===== src/sv/motor_duty_ramp_limiter_top_assert.svh =====
// ----------------------------------------------------------------------------
// Assertion macros for the duty ramp limiter
// Shared concurrent assertion forms, clocked on clk_i and disabled in reset.
// ----------------------------------------------------------------------------
`ifndef MOTOR_DUTY_RAMP_LIMITER_TOP_ASSERT_SVH
`define MOTOR_DUTY_RAMP_LIMITER_TOP_ASSERT_SVH

// Consequent must hold in the same cycle as the antecedent.
`define MDRL_ASSERT_SAME(label, ante, cons) \
  label: assert property (@(posedge clk_i) disable iff (!rst_ni) (ante) |-> (cons)) \
    else $error("assertion failed");

// Consequent must hold in the cycle after the antecedent.
`define MDRL_ASSERT_NEXT(label, ante, cons) \
  label: assert property (@(posedge clk_i) disable iff (!rst_ni) (ante) |=> (cons)) \
    else $error("assertion failed");

`endif


===== src/sv/mdrl_pkg.sv =====
// ----------------------------------------------------------------------------
// Duty ramp limiter package
// Widths, register indexes, reset values and shared structs.
// ----------------------------------------------------------------------------
package mdrl_pkg;

  localparam int unsigned TIME_WIDTH  = 48;
  localparam int unsigned DUTY_WIDTH  = 8;
  localparam int unsigned IVAL_WIDTH  = 24;
  localparam int unsigned CFG_IDX_W   = 2;
  localparam int unsigned CFG_DATA_W  = 24;

  typedef enum logic [CFG_IDX_W-1:0] {
    REG_START_DUTY_CAP   = 2'd0,
    REG_ACCEL_STEP       = 2'd1,
    REG_RAMP_INTERVAL_US = 2'd2
  } cfg_reg_e;

  localparam logic [DUTY_WIDTH-1:0] START_CAP_RESET = 8'd128;
  localparam logic [DUTY_WIDTH-1:0] ACCEL_RESET     = 8'd16;
  localparam logic [IVAL_WIDTH-1:0] INTERVAL_RESET  = 24'd50000;

  typedef struct packed {
    logic [DUTY_WIDTH-1:0] start_duty_cap;
    logic [DUTY_WIDTH-1:0] accel_step;
    logic [IVAL_WIDTH-1:0] ramp_interval_us;
  } cfg_t;

  typedef struct packed {
    logic [DUTY_WIDTH-1:0] requested_duty;
    logic                  direction;
    logic [TIME_WIDTH-1:0] time_now_us;
  } cmd_t;

  typedef struct packed {
    logic                  drive_a;
    logic                  drive_b;
    logic [DUTY_WIDTH-1:0] duty;
    logic                  reversal_brake;
  } res_t;

endpackage


===== src/sv/motor_duty_ramp_limiter_top.sv =====
// ----------------------------------------------------------------------------
// Motor duty ramp limiter
// Slew-rate limits the PWM duty of one H-bridge motor, with reversal braking.
// ----------------------------------------------------------------------------
// Usage:
//   Commands arrive on the input channel (in_valid_i / in_ready_o) with a
//   requested duty, a rotation sense and a microsecond timestamp. Each
//   command yields exactly one result on the output channel
//   (out_valid_o / out_ready_i): the two bridge drive levels, the limited
//   duty and a flag telling whether the command forced a reversal stop.
//   The input transfer loads the input register; the ramp rule then runs in
//   a single combinational pass and lands in the result register when that
//   register is empty or its result is being taken, so a stall can hold the
//   command in the input register. Throughput is one command per cycle while
//   the receiver does not stall; the motor state is updated in the same
//   cycle as the result register loads, so the next command sees it.
//   When the receiver stalls, the result register holds, the input register
//   fills, and in_ready_o drops until the result is taken.
//   Reset clears both pipeline stages, returns the configuration registers
//   to their defaults and puts the motor at standstill with unknown sense.
//   Configuration writes (cfg_we_i) take effect at once and should be made
//   while no command is in flight.
// ----------------------------------------------------------------------------
module motor_duty_ramp_limiter_top (
  input  logic                               clk_i,
  input  logic                               rst_ni,
  input  logic                               cfg_we_i,
  input  logic [mdrl_pkg::CFG_IDX_W-1:0]     cfg_index_i,
  input  logic [mdrl_pkg::CFG_DATA_W-1:0]    cfg_wdata_i,
  input  logic                               in_valid_i,
  output logic                               in_ready_o,
  input  logic [mdrl_pkg::DUTY_WIDTH-1:0]    requested_duty_i,
  input  logic                               direction_i,
  input  logic [mdrl_pkg::TIME_WIDTH-1:0]    time_now_us_i,
  output logic                               out_valid_o,
  input  logic                               out_ready_i,
  output logic                               drive_a_o,
  output logic                               drive_b_o,
  output logic [mdrl_pkg::DUTY_WIDTH-1:0]    duty_o,
  output logic                               reversal_brake_o
);
  import mdrl_pkg::*;

  cfg_t cfg;
  cmd_t cmd_q;
  res_t res, res_q;
  logic cmd_valid_q;
  logic res_valid_q;
  logic advance;

  mdrl_cfg_regs u_cfg (
    .clk_i       (clk_i),
    .rst_ni      (rst_ni),
    .cfg_we_i    (cfg_we_i),
    .cfg_index_i (cfg_index_i),
    .cfg_wdata_i (cfg_wdata_i),
    .cfg_o       (cfg)
  );

  // The held command moves into the result register whenever that register
  // is empty or its current result is being transferred out this cycle.
  assign advance    = cmd_valid_q && (!res_valid_q || out_ready_i);
  assign in_ready_o = !cmd_valid_q || advance;

  always_ff @(posedge clk_i or negedge rst_ni) begin
    if (!rst_ni) begin
      cmd_valid_q <= 1'b0;
    end else if (in_ready_o) begin
      cmd_valid_q <= in_valid_i;
    end
  end

  always_ff @(posedge clk_i) begin
    if (in_valid_i && in_ready_o) begin
      cmd_q.requested_duty <= requested_duty_i;
      cmd_q.direction      <= direction_i;
      cmd_q.time_now_us    <= time_now_us_i;
    end
  end

  // The core commits its motor state exactly when a result is loaded.
  mdrl_ramp_core u_core (
    .clk_i  (clk_i),
    .rst_ni (rst_ni),
    .step_i (advance),
    .cmd_i  (cmd_q),
    .cfg_i  (cfg),
    .res_o  (res)
  );

  always_ff @(posedge clk_i or negedge rst_ni) begin
    if (!rst_ni) begin
      res_valid_q <= 1'b0;
    end else if (advance) begin
      res_valid_q <= 1'b1;
    end else if (out_ready_i) begin
      res_valid_q <= 1'b0;
    end
  end

  always_ff @(posedge clk_i) begin
    if (advance) begin
      res_q <= res;
    end
  end

  assign out_valid_o      = res_valid_q;
  assign drive_a_o        = res_q.drive_a;
  assign drive_b_o        = res_q.drive_b;
  assign duty_o           = res_q.duty;
  assign reversal_brake_o = res_q.reversal_brake;

endmodule


===== src/sv/mdrl_cfg_regs.sv =====
// ----------------------------------------------------------------------------
// Duty ramp limiter configuration registers
// Holds the start cap, acceleration step and ramp interval.
// ----------------------------------------------------------------------------
module mdrl_cfg_regs (
  input  logic                                clk_i,
  input  logic                                rst_ni,
  input  logic                                cfg_we_i,
  input  logic [mdrl_pkg::CFG_IDX_W-1:0]      cfg_index_i,
  input  logic [mdrl_pkg::CFG_DATA_W-1:0]     cfg_wdata_i,
  output mdrl_pkg::cfg_t                      cfg_o
);
  import mdrl_pkg::*;

  cfg_t cfg_q, cfg_d;

  always_comb begin
    cfg_d = cfg_q;
    if (cfg_we_i) begin
      case (cfg_index_i)
        REG_START_DUTY_CAP:   cfg_d.start_duty_cap   = cfg_wdata_i[DUTY_WIDTH-1:0];
        REG_ACCEL_STEP:       cfg_d.accel_step       = cfg_wdata_i[DUTY_WIDTH-1:0];
        REG_RAMP_INTERVAL_US: cfg_d.ramp_interval_us = cfg_wdata_i[IVAL_WIDTH-1:0];
        default:              cfg_d = cfg_q;
      endcase
    end
  end

  always_ff @(posedge clk_i or negedge rst_ni) begin
    if (!rst_ni) begin
      cfg_q.start_duty_cap   <= START_CAP_RESET;
      cfg_q.accel_step       <= ACCEL_RESET;
      cfg_q.ramp_interval_us <= INTERVAL_RESET;
    end else begin
      cfg_q <= cfg_d;
    end
  end

  assign cfg_o = cfg_q;

endmodule


===== src/sv/mdrl_ramp_core.sv =====
// ----------------------------------------------------------------------------
// Duty ramp limiter core
// Motor state registers and the single-pass brake and ramp rule.
// ----------------------------------------------------------------------------
`include "motor_duty_ramp_limiter_top_assert.svh"

module mdrl_ramp_core (
  input  logic            clk_i,
  input  logic            rst_ni,
  input  logic            step_i,
  input  mdrl_pkg::cmd_t  cmd_i,
  input  mdrl_pkg::cfg_t  cfg_i,
  output mdrl_pkg::res_t  res_o
);
  import mdrl_pkg::*;

  logic [DUTY_WIDTH-1:0] speed_q, speed_d;
  logic                  dir_known_q;
  logic                  dir_now_q;
  logic [TIME_WIDTH-1:0] last_q, last_d;

  logic                  brake;
  logic [DUTY_WIDTH-1:0] speed_eff;
  logic [TIME_WIDTH-1:0] last_eff;
  logic [TIME_WIDTH-1:0] elapsed;
  logic [DUTY_WIDTH:0]   sum;
  logic [DUTY_WIDTH-1:0] duty;

  always_comb begin
    brake     = dir_known_q && (cmd_i.direction != dir_now_q);
    speed_eff = brake ? '0 : speed_q;
    last_eff  = brake ? cmd_i.time_now_us : last_q;
    elapsed   = cmd_i.time_now_us - last_eff;
    sum       = {1'b0, speed_eff} + {1'b0, cfg_i.accel_step};
    duty      = cmd_i.requested_duty;
    last_d    = last_eff;
    if (cmd_i.requested_duty > speed_eff) begin
      duty = speed_eff;
      if (speed_eff == '0) begin
        duty   = (cmd_i.requested_duty < cfg_i.start_duty_cap) ?
                 cmd_i.requested_duty : cfg_i.start_duty_cap;
        last_d = cmd_i.time_now_us;
      end else if (elapsed >= {{(TIME_WIDTH-IVAL_WIDTH){1'b0}}, cfg_i.ramp_interval_us}) begin
        last_d = cmd_i.time_now_us;
        duty   = (sum >= {1'b0, cmd_i.requested_duty}) ?
                 cmd_i.requested_duty : sum[DUTY_WIDTH-1:0];
      end
    end
    speed_d = duty;
  end

  always_ff @(posedge clk_i or negedge rst_ni) begin
    if (!rst_ni) begin
      speed_q     <= '0;
      dir_known_q <= 1'b0;
      dir_now_q   <= 1'b0;
      last_q      <= '0;
    end else if (step_i) begin
      speed_q     <= speed_d;
      dir_known_q <= 1'b1;
      dir_now_q   <= cmd_i.direction;
      last_q      <= last_d;
    end
  end

  always_comb begin
    res_o.drive_a        = cmd_i.direction;
    res_o.drive_b        = ~cmd_i.direction;
    res_o.duty           = duty;
    res_o.reversal_brake = brake;
  end

  // The applied duty never exceeds the request.
  `MDRL_ASSERT_SAME(a_duty_le_req, step_i, duty <= cmd_i.requested_duty)
  // A brake restarts from standstill, so the start cap bounds the duty.
  `MDRL_ASSERT_SAME(a_brake_capped, step_i && brake,
                    duty <= cfg_i.start_duty_cap || duty == cmd_i.requested_duty)
  // While running, one command raises the duty by at most one step.
  `MDRL_ASSERT_SAME(a_rise_limited, step_i && !brake && speed_q != '0 && duty > speed_q,
                    {1'b0, duty} <= sum)
  // Any command makes the direction known from then on.
  `MDRL_ASSERT_NEXT(a_dir_known, step_i, dir_known_q && dir_now_q == $past(cmd_i.direction))

endmodule

===== config.mk =====
export PLATFORM = sky130hd
export DESIGN_NAME = motor_duty_ramp_limiter_top
export DESIGN_NICKNAME = d
export VERILOG_FILES = /design/src/sv/mdrl_pkg.sv /design/src/sv/motor_duty_ramp_limiter_top.sv /design/src/sv/mdrl_cfg_regs.sv /design/src/sv/mdrl_ramp_core.sv
export VERILOG_INCLUDE_DIRS = /design/src /design/src/sv
export SDC_FILE = /design/constraint.sdc
export NUM_CORES = 1
export LEC_CHECK = 0
export ABC_CLOCK_PERIOD_IN_PS = 12000
export CORE_UTILIZATION = 65
export DETAILED_ROUTE_END_ITERATION = 6
export DONT_BUFFER_PORTS = 1
export PLACE_DENSITY = 0.92
export SETUP_SLACK_MARGIN = 0.5
export SKIP_LAST_GASP = 1
export SYNTH_ARGS = -nofsm -noshare
export SYNTH_HDL_FRONTEND = slang
export SYNTH_SLANG_ARGS = --single-unit

===== constraint.sdc =====
create_clock -name clk_i -period 12 [get_ports clk_i]
set_clock_uncertainty 0.15 [all_clocks]
set_input_delay 1.8 -clock clk_i [delete_from_list [all_inputs] [get_ports clk_i]]
set_output_delay 1.8 -clock clk_i [all_outputs]
set_load 0.02 [all_outputs]

Word-level counts from Yosys, hierarchy flattened
Cells that the tools add are included.
{"block": "totals", "regBits": 168, "in_bits": 88}
{"block": "op_classes", "eq_ne": 3, "magnitude_cmp": 4, "n_bitwise": 1, "n_reduce_logical": 13, "n_mux": 12, "n_addsub": 2}
{"cell": "$mux W48", "n": 4}
{"cell": "$ge A48 B24 Y1", "n": 1}
{"cell": "$mux W8", "n": 6}
{"cell": "$sub A48 B48 Y48", "n": 1}
{"cell": "$add A8 B8 Y9", "n": 1}
{"cell": "$ge A9 B8 Y1", "n": 1}
{"cell": "$gt A8 B8 Y1", "n": 1}
{"cell": "$logic_not A8 Y1", "n": 1}
{"cell": "$lt A8 B8 Y1", "n": 1}
{"cell": "$reduce_and A2 Y1", "n": 3}
{"cell": "$logic_and A1 B1 Y1", "n": 3}
{"cell": "$eq A2 B1 Y1 const B", "n": 1}
{"cell": "$eq A2 B2 Y1 const B", "n": 1}
{"cell": "$logic_not A1 Y1", "n": 2}
{"cell": "$logic_not A2 Y1", "n": 1}
{"cell": "$logic_or A1 B1 Y1", "n": 2}
{"cell": "$mux W1", "n": 2}
{"cell": "$reduce_bool A2 Y1", "n": 1}
{"cell": "$ne A1 B1 Y1", "n": 1}
{"cell": "$not A1 Y1", "n": 1}

Longest topological paths before layout
{"block": "logic_depth", "word_depth": 9, "mapped_depth": 33, "depth_no_buf": 29}

Hierarchy
From an unflattened synthesis, not the netlist that was laid out.
{"block": "hier_totals", "hier_cells": 1275, "area_unflattened_um2": 12413.2}
{"mod": "mdrl_ramp_core", "cells_each": 1114, "area_each_um2": 8740.9, "n_inst": 1}
{"mod": "motor_duty_ramp_limiter_top", "cells_each": 76, "area_each_um2": 2145.8, "n_inst": 1}
{"mod": "mdrl_cfg_regs", "cells_each": 85, "area_each_um2": 1526.5, "n_inst": 1}

Least setup slack after synthesis
No wires, ideal clock.
{"block": "synth_timing", "path_type": "reg-to-reg", "startpoint": "register cmd_q[48] (netlist bit)", "endpoint": "register res_q (netlist bit duty_o[6]), data pin", "arrival_time_ps": 6181, "synth_period_minus_slack_ps": 6597, "stages_incl_launch_ff": 30, "slack_ps": 5403, "required_ps": 11584, "n_path_buf": 3, "path_cell_list": "edfxtp_1 -> xor2_1 -> nand2_2 -> clkbuf_1 -> buf_1 -> o21ai_0 -> ha_1 -> inv_1 -> ha_1 -> inv_1 -> and4_1 -> o311a_1 -> a221oi_1 -> a31oi_1 -> o31ai_1 -> xor2_1 -> ha_1 -> nand2_1 -> nor3_1 -> o2111ai_1 -> o211ai_1 -> nor4_1 -> nand4_1 -> a2111oi_0 -> nand4b_1 -> or4_1 -> or2_1 -> buf_2 -> a21oi_1 -> o21ai_1"}
{"element": "from (decl)", "line_no": "motor_duty_ramp_limiter_top.sv:45", "text": "cmd_t cmd_q;"}
{"element": "to (signal assigned)", "line_no": "motor_duty_ramp_limiter_top.sv:103", "text": "res_q <= res;"}
{"element": "to (decl)", "line_no": "motor_duty_ramp_limiter_top.sv:46", "text": "res_t res, res_q;"}

Worst setup path after layout
{"block": "layout_timing", "startpoint": "register cmd_q[48] (netlist bit)", "endpoint": "register u_core.last_q[13]"}
{"block": "layout_via", "elab_chain_len": 8, "elab_cells_between_ends": 11, "cone_classes": "add/sub (1); order compare (2); eq/ne (1); mux (5); reduce/logical (2)"}
{"element": "$ne A1 B1 Y1 *", "line_no": "mdrl_ramp_core.sv:30", "text": "brake = dir_known_q && (cmd_i.direction != dir_now_q);"}
{"element": "$logic_and A1 B1 Y1 *", "line_no": "mdrl_ramp_core.sv:30"}
{"element": "$mux W48", "line_no": "mdrl_ramp_core.sv:32", "text": "last_eff = brake ? cmd_i.time_now_us : last_q;"}
{"element": "$sub A48 B48 Y48", "line_no": "mdrl_ramp_core.sv:33", "text": "elapsed = cmd_i.time_now_us - last_eff;"}
{"element": "$ge A48 B24 Y1", "line_no": "mdrl_ramp_core.sv:43", "text": "end else if (elapsed >= {{(TIME_WIDTH-IVAL_WIDTH){1'b0}}, cfg_i.ramp_interval_us}) begin"}
{"element": "$mux W48", "line_no": "mdrl_ramp_core.sv:43"}
{"element": "$mux W48", "line_no": "mdrl_ramp_core.sv:39", "text": "if (speed_eff == '0) begin"}
{"element": "$mux W48 *", "line_no": "mdrl_ramp_core.sv:37", "text": "if (cmd_i.requested_duty > speed_eff) begin"}
{"element": "to (signal assigned)", "line_no": "mdrl_ramp_core.sv:62", "text": "last_q <= last_d;"}
{"element": "to (decl)", "line_no": "mdrl_ramp_core.sv:20", "text": "logic [TIME_WIDTH-1:0] last_q, last_d;"}
Every way passes the cells marked *; elsewhere a longest branch is shown, timed or not.
A chain may end at the register's enable or synchronous reset.

==> run summary <==
WS Path Type: flip-flop to flip-flop
Min Clock Period, post-route: 8.62 ns
H-Tree Level Count: 4
mapped cell area: 12,300 um2
reg2reg end: u_core.last_q[13]$_DFFE_PN0P_
HPWL after DPL: 25,500 um
violated checks: DRC
Post-Synth XOR/XNOR Area: 2.99%
MaxCap Viol Count: 0
Worst Reg-to-Reg Cells: 25
Worst Path Arrival: 8.79 ns
drt first-iter violations: 1,006
via count: 10,300
TNS Setup: 0 ns
PD cells: 231 nW/um2
simple-gate portion of the synthesized area: 15.1%
largest net degree at the start of global routing: 101
WL/cell: 22.4 um
reg2reg start: cmd_q[48]$_DFFE_PP_
CP Launch Type: flip-flop
first-pass iteration count of the detailed router: 7
initial antenna violation count: 1
CTS Buffer Depth: 2
Worst Setup End Kind: flip-flop
layout cells sized above 1: 10.6%
Netlist cell types: 89
clock network fraction of total power: 18.6%
sequential cell area fraction in the yosys report: 37.0%
CP top delay family: simple AND/OR/NAND/NOR gates
Fillers: 1,338
Worst path slowest cell: or4_4
Setup Fix Bufs, Post-CTS: 0
reg-to-reg slack, setup: 3.38 ns
min-delay src: u_core.last_q[38]$_DFFE_PN0P_
period utilization: 71.9%
Rel. slew slack: 30.4%
Power Internal: 1680 uW
Crit path buffers/inverters: 3
post-layout util: 71.2%
Worst Tran Pin Value: 1.04 ns
register share of total power: 27.6%
Hold Crit Depth: 1
DP Area: 12,400 um2
outcome: complete, but fails checks
Syn Inst Count: 1,283
Reg area: 4550 um2
# clock sinks: 168
part of the power in combinational logic: 53.8%
final-report hold violation count: 0
Fmax: 116 MHz
vias in the first global route: 9,820
Die Ht: 140 um
ys async rst share: 59.5%
fin area: 13,000 um2
Compound-Gate Fraction of Synth Area: 18.4%
Post-synth EDFFs: 68
Hold EP: u_core.last_q[38]$_DFFE_PN0P_
VDD IR-drop max: 0.155 mV
clk_lat worst skew: 0.44 ns
IO Pins: 101
clock-pin slew on the worst setup and hold paths: 0.07 ns
adder and majority cell fraction of the synthesized area: 10.4%
worst hold path class: flip-flop to flip-flop
post-synthesis mux area share: 11.9%
CP peak stage delay: 0.60 ns
die area: 19,500 um2
critical path data required time: 12.17 ns
Area Growth Syn to Fin: 5.80%
CTS resizes: 0
grt total ovfl: 0
synth warn: 0
post-synthesis register bit count: 168
initial cell density of the core: 67.3%
most frequent cells in the layout: nand2_1 (116), a21oi_1 (103), ha_1 (98)
Static Leak: 0.00553 uW
clock tree root driver cell: clkbuf_16
residual DRC count: 1
CTS Hold Bufs: 0
Sw Ratio: 44.3%
Total GRT Usage: 35.0%
Core ar.: 18,300 um2
first-pass GRT wire length: 53,000 um
nets: 1,447
Rows: 49
fin. max-slew vios: 0
worst-path fanout max: 33
main combinational cell family by area after synthesis: compound AO/OA/AOI/OAI gates
commonest non-fill, non-tap cell in the layout: nand2_1
Antenna Nets Post-Route: 0
switching power: 1330 uW
total CTS buffers: 17
gpl congestion: 0.961
unrepaired setup endpoints after global routing: no
Top FF cell, synth: dfrtp_1
area of the multi-input gates: 7240 um2
vias per cell: 6.82
post-synthesis net count: 1,470
WL final: 33,700 um
Mapped Avg Cell Area: 9.59 um2
die span in x: 140 um
CTS tree: built
Setup violations, final: 0
IO buf count: 0
per-layer routing:
metal  part of all wire (%)  up-vias  GRT usage [%]
met5                      0        -              0
li1                       -     4767              -
met4                    3.1        0           12.3
met2                     48      499           58.9
met3                    7.1       86           5.47
met1                     42     4903           46.0
cells by family (layout without fill, tap and decap cells):
family,Yosys count,in the layout
AO/OA/AOI/OAI,345,345
XOR/XNOR,42,42
adder cells (fa/ha/maj),102,102
buffers and inverters,128,118
flip-flops,168,168
multiplexers,136,136
other,0,1
AND/OR/NAND/NOR,362,362
cell usage after synthesis, types with 21 or more instances:
master / n / area [um2]
a21o_1: 24 / 180
a21oi_1: 103 / 515
clkbuf_1: 30 / 113
dfrtp_1: 92 / 2300
edfxtp_1: 68 / 2040
ha_1: 98 / 1230
inv_1: 76 / 285
mux2_2: 62 / 698
mux2i_1: 56 / 561
nand2_1: 116 / 435
nand3_1: 22 / 110
nand4_1: 30 / 188
nor2_1: 65 / 244
nor3_1: 21 / 105
o21ai_0: 60 / 300
o21ai_1: 23 / 115
xnor2_1: 26 / 228
area by class of cell:
cell class | instances | area share [%]
repair buffers | 9 | 0.519
well taps | 229 | 2.20
clock inverters | 12 | 1.09
diodes | 1 | 0.0192
clock buffers | 20 | 3.35
inverters | 77 | 2.22
multi-input cells | 987 | 55.6
flip-flops and latches | 168 | 35.0
power groups by stage:
stage	combinational, uW	sequential (uW)	clock [uW]
floorplan	1190	810	0
global placement	1530	831	0
detailed placement	1560	838	0
CTS	1580	829	557
global route	1750	844	577
finish	1620	830	560
per-stage QoR:
stage	hold slack, ns	power (uW)	worst slack (ns)	std cells
after global routing	0.357	3170	2.94	1503
after CTS	0.344	2960	3.53	1502
final	0.341	3010	3.38	1503
after floorplan	0.307	2000	5.40	1283
after detailed placement	0.330	2400	3.59	1470
after global placement	0.311	2360	3.94	1470
sequential cells by signal (all words and copies together), names as in the netlist:
name and flops:
cmd_q 57, u_core.last_q 48, u_cfg.cfg_o 40, duty_o 8, u_core.speed_q 8, cmd_valid_q 1, drive_a_o 1, drive_b_o 1
out_valid_o 1, reversal_brake_o 1, u_core.dir_known_q 1, u_core.dir_now_q 1
worst max path at each step:
stage / from / to / cells past startpoint / slack [ns]
5_1_grt: cmd_q[48]$_DFFE_PP_ / u_core.last_q[13]$_DFFE_PN0P_ / 26 / 2.94
4_1_cts: cmd_q[48]$_DFFE_PP_ / u_core.last_q[13]$_DFFE_PN0P_ / 25 / 3.53
3_3_place_gp: cmd_q[48]$_DFFE_PP_ / u_core.last_q[16]$_DFFE_PN0P_ / 26 / 3.94
2_1_floorplan: cmd_q[48]$_DFFE_PP_ / duty_o[6]$_DFFE_PP_ / 29 / 5.40
6_report: cmd_q[48]$_DFFE_PP_ / u_core.last_q[13]$_DFFE_PN0P_ / 25 / 3.38
3_5_place_dp: cmd_q[48]$_DFFE_PP_ / u_core.last_q[13]$_DFFE_PN0P_ / 26 / 3.59
No activity file was read; power rests on OpenSTA's default activity.
